[src/rtl/cfs_pkg.sv]
// Shared constants for the CNF formula confusion scorer: operation codes and stream packing.
`default_nettype none

package cfs_pkg;

	// Operation codes carried on the input tuser.
	localparam logic [1:0] OP_LOAD  = 2'd0;
	localparam logic [1:0] OP_SCORE = 2'd1;
	localparam logic [1:0] OP_CLEAR = 2'd2;

	// Field widths of the request and result items.
	localparam int OP_W     = 2;
	localparam int IDX_W    = 4;
	localparam int MASK_W   = 64;
	localparam int CCOUNT_W = 5;
	localparam int OUT_CW   = 32;

	// Input tdata layout, lowest bit first.
	localparam int IDX_LSB      = 0;
	localparam int POS_LSB      = IDX_LSB + IDX_W;
	localparam int NEG_LSB      = POS_LSB + MASK_W;
	localparam int ROW_LSB      = NEG_LSB + MASK_W;
	localparam int GOAL_BIT     = ROW_LSB + MASK_W;
	localparam int IN_FIELDS_W  = GOAL_BIT + 1;
	localparam int IN_TDATA_W   = ((IN_FIELDS_W + 7) / 8) * 8;

	// Output tdata layout, lowest bit first.
	localparam int SAT_BIT      = 0;
	localparam int ACC_BIT      = 1;
	localparam int TP_LSB       = 2;
	localparam int FN_LSB       = TP_LSB + OUT_CW;
	localparam int FP_LSB       = FN_LSB + OUT_CW;
	localparam int TN_LSB       = FP_LSB + OUT_CW;
	localparam int OUT_FIELDS_W = TN_LSB + OUT_CW;
	localparam int OUT_TDATA_W  = ((OUT_FIELDS_W + 7) / 8) * 8;

endpackage : cfs_pkg

`default_nettype wire

[src/rtl/cnf_formula_confusion_scorer.sv]
// Top level of the CNF formula confusion scorer: clause table, evaluation, counters, ratio test.
`default_nettype none

// Scores data rows against a CNF formula held in an on-chip clause table and keeps four
// saturating confusion counters (TP, FN, FP, TN). Each request is a load of one clause, a
// row to score, or a counter clear (tuser selects which); every request gives exactly one
// result with the formula outcome, the accuracy test flag and the four counters after the
// request. The block takes one request per clock while the output is not stalled. In order,
// an input stage evaluates all clauses in parallel and updates the counters, a second stage
// forms the right and wrong sums and the ratio compare, and a result register drives the
// output stream. Backpressure on the output stalls only as far as needed; empty stages keep
// accepting. The clause table and counters clear at reset.
// clause_count may only be written while no request is in flight.
module cnf_formula_confusion_scorer #(
	parameter int MAX_CLAUSES = 16,
	parameter int ROW_WIDTH   = 64,
	parameter int COUNT_WIDTH = 32
) (
	input  wire logic                            clk,
	input  wire logic                            arst_n,
	// Configuration write: clause_count.
	input  wire logic                            cfg_valid,
	output logic                                 cfg_ready,
	input  wire logic [cfs_pkg::CCOUNT_W-1:0]    cfg_data,
	// Request stream.
	input  wire logic                            s_axis_tvalid,
	output logic                                 s_axis_tready,
	// tdata: clause_index[3:0], pos_mask[67:4], neg_mask[131:68], row_bits[195:132],
	// goal[196], zero fill [199:197]
	input  wire logic [cfs_pkg::IN_TDATA_W-1:0]  s_axis_tdata,
	// tuser: operation[1:0]
	input  wire logic [cfs_pkg::OP_W-1:0]        s_axis_tuser,
	// Result stream.
	output logic                                 m_axis_tvalid,
	input  wire logic                            m_axis_tready,
	// tdata: satisfied[0], accept[1], tp_count[33:2], fn_count[65:34], fp_count[97:66],
	// tn_count[129:98], zero fill [135:130]
	output logic [cfs_pkg::OUT_TDATA_W-1:0]      m_axis_tdata
);

	localparam int SUM_W = COUNT_WIDTH + 3;

	// Configuration register.
	logic [cfs_pkg::CCOUNT_W-1:0] clause_count_q;

	// Stage 1 registers.
	logic                         valid_s1;
	logic [cfs_pkg::OP_W-1:0]     op_s1;
	logic [cfs_pkg::IDX_W-1:0]    idx_s1;
	logic [ROW_WIDTH-1:0]         pos_s1;
	logic [ROW_WIDTH-1:0]         neg_s1;
	logic [ROW_WIDTH-1:0]         row_s1;
	logic                         goal_s1;

	// Clause table.
	logic [ROW_WIDTH-1:0]         pos_tbl_q [MAX_CLAUSES];
	logic [ROW_WIDTH-1:0]         neg_tbl_q [MAX_CLAUSES];
	logic [MAX_CLAUSES-1:0]       clause_ok;
	logic                         sat;

	// Counters.
	logic [COUNT_WIDTH-1:0]       tp_q, fn_q, fp_q, tn_q;
	logic [COUNT_WIDTH-1:0]       tp_nxt, fn_nxt, fp_nxt, tn_nxt;

	// Stage 2 registers.
	logic                         valid_s2;
	logic [cfs_pkg::OP_W-1:0]     op_s2;
	logic                         sat_s2;
	logic [COUNT_WIDTH-1:0]       tp_s2, fn_s2, fp_s2, tn_s2;
	logic [SUM_W-1:0]             right_sum;
	logic [SUM_W-1:0]             wrong_sum;
	logic [SUM_W-1:0]             wrong_x3;
	logic                         accept;

	// Result register.
	logic                         out_valid_q;
	logic [cfs_pkg::OUT_TDATA_W-1:0] out_data_q;
	logic [cfs_pkg::OUT_TDATA_W-1:0] out_word;

	// Handshake chain.
	logic                         out_ready;
	logic                         s2_ready;
	logic                         s1_ready;
	logic                         s1_fire;
	logic                         s2_fire;

	assign out_ready     = !out_valid_q || m_axis_tready;
	assign s2_ready      = !valid_s2 || out_ready;
	assign s1_ready      = !valid_s1 || s2_ready;
	assign s1_fire       = valid_s1 && s2_ready;
	assign s2_fire       = valid_s2 && out_ready;
	assign s_axis_tready = s1_ready;
	assign cfg_ready     = 1'b1;

	// Configuration register write.
	always_ff @(posedge clk or negedge arst_n) begin
		if (!arst_n) begin
			clause_count_q <= '0;
		end else if (cfg_valid && cfg_ready) begin
			clause_count_q <= cfg_data;
		end
	end

	// Stage 1 valid.
	always_ff @(posedge clk or negedge arst_n) begin
		if (!arst_n) begin
			valid_s1 <= 1'b0;
		end else if (s1_ready) begin
			valid_s1 <= s_axis_tvalid;
		end
	end

	// Stage 1 payload capture.
	always_ff @(posedge clk) begin
		if (s1_ready && s_axis_tvalid) begin
			op_s1   <= s_axis_tuser;
			idx_s1  <= s_axis_tdata[cfs_pkg::IDX_LSB +: cfs_pkg::IDX_W];
			pos_s1  <= s_axis_tdata[cfs_pkg::POS_LSB +: ROW_WIDTH];
			neg_s1  <= s_axis_tdata[cfs_pkg::NEG_LSB +: ROW_WIDTH];
			row_s1  <= s_axis_tdata[cfs_pkg::ROW_LSB +: ROW_WIDTH];
			goal_s1 <= s_axis_tdata[cfs_pkg::GOAL_BIT];
		end
	end

	// One lane per clause: table entry write and clause evaluation.
	// An unused entry passes; an index beyond the table matches no lane.
	for (genvar k = 0; k < MAX_CLAUSES; k++) begin : g_clause
		always_ff @(posedge clk or negedge arst_n) begin
			if (!arst_n) begin
				pos_tbl_q[k] <= '0;
				neg_tbl_q[k] <= '0;
			end else if (s1_fire && op_s1 == cfs_pkg::OP_LOAD && int'(idx_s1) == k) begin
				pos_tbl_q[k] <= pos_s1;
				neg_tbl_q[k] <= neg_s1;
			end
		end

		assign clause_ok[k] = (int'(clause_count_q) <= k) ||
			(|((pos_tbl_q[k] & row_s1) | (neg_tbl_q[k] & ~row_s1)));
	end

	assign sat = (op_s1 == cfs_pkg::OP_SCORE) && (&clause_ok);

	// Next counter values for the request in stage 1.
	always_comb begin
		tp_nxt = tp_q;
		fn_nxt = fn_q;
		fp_nxt = fp_q;
		tn_nxt = tn_q;
		unique case (op_s1)
			cfs_pkg::OP_SCORE: begin
				priority if (sat && goal_s1) begin
					if (tp_q != '1) tp_nxt = tp_q + COUNT_WIDTH'(1);
				end else if (!sat && goal_s1) begin
					if (fn_q != '1) fn_nxt = fn_q + COUNT_WIDTH'(1);
				end else if (!sat && !goal_s1) begin
					if (tn_q != '1) tn_nxt = tn_q + COUNT_WIDTH'(1);
				end else begin
					if (fp_q != '1) fp_nxt = fp_q + COUNT_WIDTH'(1);
				end
			end
			cfs_pkg::OP_CLEAR: begin
				tp_nxt = '0;
				fn_nxt = '0;
				fp_nxt = '0;
				tn_nxt = '0;
			end
			default: begin
			end
		endcase
	end

	// Counter registers advance as a request leaves stage 1.
	always_ff @(posedge clk or negedge arst_n) begin
		if (!arst_n) begin
			tp_q <= '0;
			fn_q <= '0;
			fp_q <= '0;
			tn_q <= '0;
		end else if (s1_fire) begin
			tp_q <= tp_nxt;
			fn_q <= fn_nxt;
			fp_q <= fp_nxt;
			tn_q <= tn_nxt;
		end
	end

	// Stage 2 valid.
	always_ff @(posedge clk or negedge arst_n) begin
		if (!arst_n) begin
			valid_s2 <= 1'b0;
		end else if (s2_ready) begin
			valid_s2 <= valid_s1;
		end
	end

	// Stage 2 payload: outcome and a snapshot of the updated counters.
	always_ff @(posedge clk) begin
		if (s1_fire) begin
			op_s2  <= op_s1;
			sat_s2 <= sat;
			tp_s2  <= tp_nxt;
			fn_s2  <= fn_nxt;
			fp_s2  <= fp_nxt;
			tn_s2  <= tn_nxt;
		end
	end

	// Ratio test: no errors, or right >= 3 * wrong.
	assign right_sum = SUM_W'(tp_s2) + SUM_W'(tn_s2);
	assign wrong_sum = SUM_W'(fp_s2) + SUM_W'(fn_s2);
	assign wrong_x3  = (wrong_sum << 1) + wrong_sum;
	assign accept    = (wrong_sum == '0) || (right_sum >= wrong_x3);

	// Packed result word.
	always_comb begin
		out_word = '0;
		out_word[cfs_pkg::SAT_BIT] = sat_s2;
		out_word[cfs_pkg::ACC_BIT] = accept;
		out_word[cfs_pkg::TP_LSB +: cfs_pkg::OUT_CW] = cfs_pkg::OUT_CW'(tp_s2);
		out_word[cfs_pkg::FN_LSB +: cfs_pkg::OUT_CW] = cfs_pkg::OUT_CW'(fn_s2);
		out_word[cfs_pkg::FP_LSB +: cfs_pkg::OUT_CW] = cfs_pkg::OUT_CW'(fp_s2);
		out_word[cfs_pkg::TN_LSB +: cfs_pkg::OUT_CW] = cfs_pkg::OUT_CW'(tn_s2);
	end

	// Result register.
	always_ff @(posedge clk or negedge arst_n) begin
		if (!arst_n) begin
			out_valid_q <= 1'b0;
		end else if (out_ready) begin
			out_valid_q <= valid_s2;
		end
	end

	always_ff @(posedge clk) begin
		if (s2_fire) begin
			out_data_q <= out_word;
		end
	end

	assign m_axis_tvalid = out_valid_q;
	assign m_axis_tdata  = out_data_q;

`ifndef ASSERT_OFF
	// Only a scored row may report a satisfied formula.
	a_sat_only_score: assert property (@(posedge clk) disable iff (!arst_n)
		(valid_s2 && op_s2 != cfs_pkg::OP_SCORE) |-> !sat_s2)
		else $error("satisfied set on a non-score request");

	// Counters never fall except on a clear.
	a_counts_monotonic: assert property (@(posedge clk) disable iff (!arst_n)
		(s1_fire && op_s1 != cfs_pkg::OP_CLEAR) |=>
		(tp_q >= $past(tp_q) && fn_q >= $past(fn_q) &&
		 fp_q >= $past(fp_q) && tn_q >= $past(tn_q)))
		else $error("confusion counter decreased without a clear");

	// The input is refused only while stage 1 holds a request.
	a_ready_when_empty: assert property (@(posedge clk) disable iff (!arst_n)
		!s_axis_tready |-> valid_s1)
		else $error("input stalled with an empty first stage");

	// A clear always yields a passing ratio test.
	a_clear_accepts: assert property (@(posedge clk) disable iff (!arst_n)
		(s2_fire && op_s2 == cfs_pkg::OP_CLEAR) |=> m_axis_tdata[cfs_pkg::ACC_BIT])
		else $error("accept flag low after a counter clear");
`endif

endmodule : cnf_formula_confusion_scorer

`default_nettype wire
[config.mk]
export PLATFORM = sky130hd
export DESIGN_NAME = cnf_formula_confusion_scorer
export DESIGN_NICKNAME = d
export VERILOG_FILES = /design/src/rtl/cfs_pkg.sv /design/src/rtl/cnf_formula_confusion_scorer.sv
export SDC_FILE = /design/constraint.sdc
export NUM_CORES = 2
export LEC_CHECK = 0
export CORE_ASPECT_RATIO = 1.25
export CORE_MARGIN = 2
export CORE_UTILIZATION = 40
export DETAILED_ROUTE_END_ITERATION = 7
export DONT_BUFFER_PORTS = 1
export PLACE_DENSITY = 0.5
export SLEW_MARGIN = 0
export SYNTH_ARGS = -nofsm -noshare
export SYNTH_HDL_FRONTEND = slang
export SYNTH_SLANG_ARGS = --single-unit
[constraint.sdc]
create_clock -name clk -period 7.48 [get_ports clk]
set_input_delay 0.748 -clock clk [delete_from_list [all_inputs] [get_ports clk]]
set_output_delay 0.748 -clock clk [all_outputs]
set_load 0.02 [all_outputs]
==> results.sh <==
export IMPL_die_area_um2=299000
export IMPL_grt_start_max_net_pins=162
export IMPL_timing_rr_start="fn_s2[1]"
export IMPL_r2r_slack_ns=0.46
export IMPL_slew_headroom_pct=8.20
export IMPL_multi_input_area_um2=46700
export IMPL_synth_seq_area_share_pct=58.0
export IMPL_coreArea_um2=293000
export IMPL_critPathLaunchType="flip-flop"
export IMPL_synth_edf_count=458
export IMPL_synth_most_common_cell="dfrtp_1"
export IMPL_ant_nets=0
export IMPL_grt_ovfl_total=0
export IMPL_clock_skew_final_ns=0.0620
export IMPL_slew_viol_final=0
export IMPL_maxCapViolCount=0
export IMPL_p_clk_share_pct=35.0
export IMPL_synthTopCellsByArea="dfrtp_1, mux2_2, edfxtp_1"
export IMPL_yosys_top_cells_count="dfrtp_1, mux2_2, mux2i_1"
export IMPL_worst_path_most_repeated_cell="ha_1"
export IMPL_htree_levels=5
export IMPL_ios=351
export IMPL_p_switching_mw=12.3
export IMPL_arrival_ns=7.70
export IMPL_tightestPinTransition_ns=1.37
export IMPL_synth_main_ff_cell="dfrtp_1"
export IMPL_wire_per_inst_um=36.6
export IMPL_period_share_pct=93.9
export IMPL_avgSynthCellArea_um2=13.7
export IMPL_p_sw_share_pct=30.7
export IMPL_cp_end_kind="flip-flop"
export IMPL_crit_end="m_axis_tdata[1]"
export IMPL_final_nets=9309
export IMPL_internal_power_mw=27.9
export IMPL_slowest_delay_ns=0.43
export IMPL_grt_pass1_wl_um=648000
export IMPL_synth_cells=8635
export IMPL_grt_pass1_vias=76600
export IMPL_drcViolationCount=0
export IMPL_pwr_share_seq_pct=44.6
export IMPL_setup_viol_count_final=0
export IMPL_place_hpwl_um=313000
export IMPL_initial_core_util_pct=40.2
export IMPL_syn_area_um2=118000
export IMPL_synth_top_area_cell="dfrtp_1"
export IMPL_drive_gt1_share_pct=31.4
export IMPL_stdcell_count=13200
export IMPL_setup_tns_ns=0
export IMPL_hold_path_class="in -> reg"
export IMPL_ff2ff_path_depth=28
export IMPL_rows=222
export IMPL_post_route_util_pct=46.2
export IMPL_synth_top_area_share_pct=46.4
export IMPL_fillers=26100
export IMPL_numPortBuffers=0
export IMPL_status="finished, final reports clean"
export IMPL_die_h_um=611
export IMPL_cts_inserted_buffers=290
export IMPL_worstPathMaxFanout=3
export IMPL_place_gp_congestion=0.940
export IMPL_slowest_stage="o41a_1"
export IMPL_clkSinkCount=2642
export IMPL_vias_per_cell=5.90
export IMPL_ys_warn_count=0
export IMPL_synth_seq_cells=2642
export IMPL_cts_root_buf="clkbuf_16"
export IMPL_postCtsSetupBuffers=0
export IMPL_antenna_found_initial=107
export IMPL_comb_power_share_pct=20.4
export IMPL_p_leak_nw=62.6
export IMPL_num_vias=77600
export IMPL_cp_required_ns=8.16
export IMPL_worstSetupPathType="reg -> reg"
export IMPL_fmax_ghz=0.142
export IMPL_firstDrtPassIters=7
export IMPL_dpl_cell_count=12400
export IMPL_cts_buffer_depth=4
export IMPL_powerDensity_nw_per_um2=297
export IMPL_cts_tree="built"
export IMPL_crit_start="fn_s2[1]"
export IMPL_hold_viol=0
export IMPL_wl_um=481000
export IMPL_fin_crit_ns=7.02
export IMPL_irDropWorstVdd_uv=258
export IMPL_clk_latency_ns=0.89
export IMPL_async_flop_share_pct=82.7
export IMPL_area_delta_synth_final_pct=14.8
export IMPL_rsz0062_at_grt="no"
export IMPL_register_area_um2=68400
export IMPL_synthDistinctLibCells=83
export IMPL_path_clk_slew_ns=0.06
export IMPL_r2r_end="m_axis_tdata[1]"
export IMPL_whs_path_depth=2
export IMPL_die_w_um=490
export IMPL_track_usage_pct=31.8
export IMPL_drt_iter0_markers=7580
## sequential cells by signal, indices dropped and copies added (netlist names), 5 cells and up
register and cells:
fn_q 32, fp_s2 32, tn_q 32, tn_s2 32, fn_s2 32, neg_tbl_q 1024
fp_q 32, tp_s2 32, clause_count_q 5, pos_tbl_q 1024, m_axis_tdata 130, row_s1 64
neg_s1 64, pos_s1 64, tp_q 32
## through the flow
step / total power, mW / hold slack (ns) / area (µm²) / worst slack [ns]
3_5_place_dp: 26.2 / 0.444 / 124000 / 0.343
6_report: 40.2 / 0.106 / 135000 / 0.458
4_1_cts: 40.4 / 0.0539 / 135000 / 0.303
5_1_grt: 41.6 / 0.0896 / 135000 / 0.0142
3_3_place_gp: 26.0 / 0.436 / 124000 / 0.327
2_1_floorplan: 22.3 / 0.400 / 118000 / 1.30
## critical path, delay by kind of cell, from the launching register on
family	cells	cell delay, ns
and+or+nand+nor	8	1.72
AOI/OAI and AO/OA	14	3.24
buffers and inverters	1	0.16
adders and majority gates	3	0.98
DFF	1	0.42
xor gates and xnor gates	2	0.33
## cell families (layout without fill, tap and decap cells)
kind of cell,count (synthesis),after routing,share of synthesized area (%)
adder cells (fa/ha/maj),150,150,1.61
flip-flops,2642,2642,58.0
AO/OA/AOI/OAI,721,721,3.94
buffers and inverters,739,1263,2.58
other,2,79,0.00637
XOR/XNOR,203,203,1.51
AND/OR/NAND/NOR,1279,1279,5.56
multiplexers,2899,2899,26.8
## how the worst min path moves through the flow
stage,startpoint,to,slack (ns)
after floorplan,sat_s2,m_axis_tdata[0],0.40
after global placement,fp_s2[4],m_axis_tdata[70],0.44
after detailed placement,fp_s2[2],m_axis_tdata[68],0.44
after CTS,m_axis_tready,m_axis_tvalid,0.05
after global routing,m_axis_tready,m_axis_tvalid,0.09
final,m_axis_tready,m_axis_tvalid,0.11
## per-layer routing
| metal | track usage, % | part of all wire (%) | routed length (µm) | vias up |
|---|---|---|---|---|
| met3 | 5.10 | 6.8 | 32500 | 915 |
| li1 | - | - | - | 32000 |
| met1 | 39.9 | 39 | 188000 | 41300 |
| met5 | 0 | 0.027 | 132 | - |
| met4 | 19.6 | 7.0 | 33700 | 20 |
| met2 | 51.2 | 47 | 227000 | 3346 |
## cell usage in the layout, fill, tap and decap left out, types with 147 or more instances in the layout
cell type	n
buf_4	332
clkbuf_16	298
dfrtp_1	2184
dlygate4sd3_1	211
edfxtp_1	458
ha_1	147
inv_1	162
mux2_2	2041
mux2i_1	855
nand2_1	287
nand4_1	260
nor2_1	256
o21ai_0	221
## power by group through the flow
stage	logic (mW)	registers (mW)	clock network [mW]
2_1_floorplan	4.49	17.8	0
3_3_place_gp	7.95	18.0	0
3_5_place_dp	8.07	18.2	0
4_1_cts	8.18	17.9	14.3
5_1_grt	8.59	18.1	14.9
6_report	8.20	17.9	14.1
## what timing repair did
| action | CTS | global route |
|---|---|---|
| gates resized for setup | 0 | 1 |
| endpoints found under the hold margin | 318 | 0 |
| hold buffers | 211 | 0 |
| endpoints found under the setup margin | 0 | 1 |
## area by class of cell
type	count	share of cell area, %
Sequential cell	2642	50.5
Tap cell	3920	3.62
Clock inverter	93	0.558
Multi-Input combinational cell	5259	34.5
Clock buffer	416	6.13
Antenna cell	72	0.133
Timing Repair Buffer	589	4.09
Inverter	165	0.461
Power figures use the tool's default switching activity.
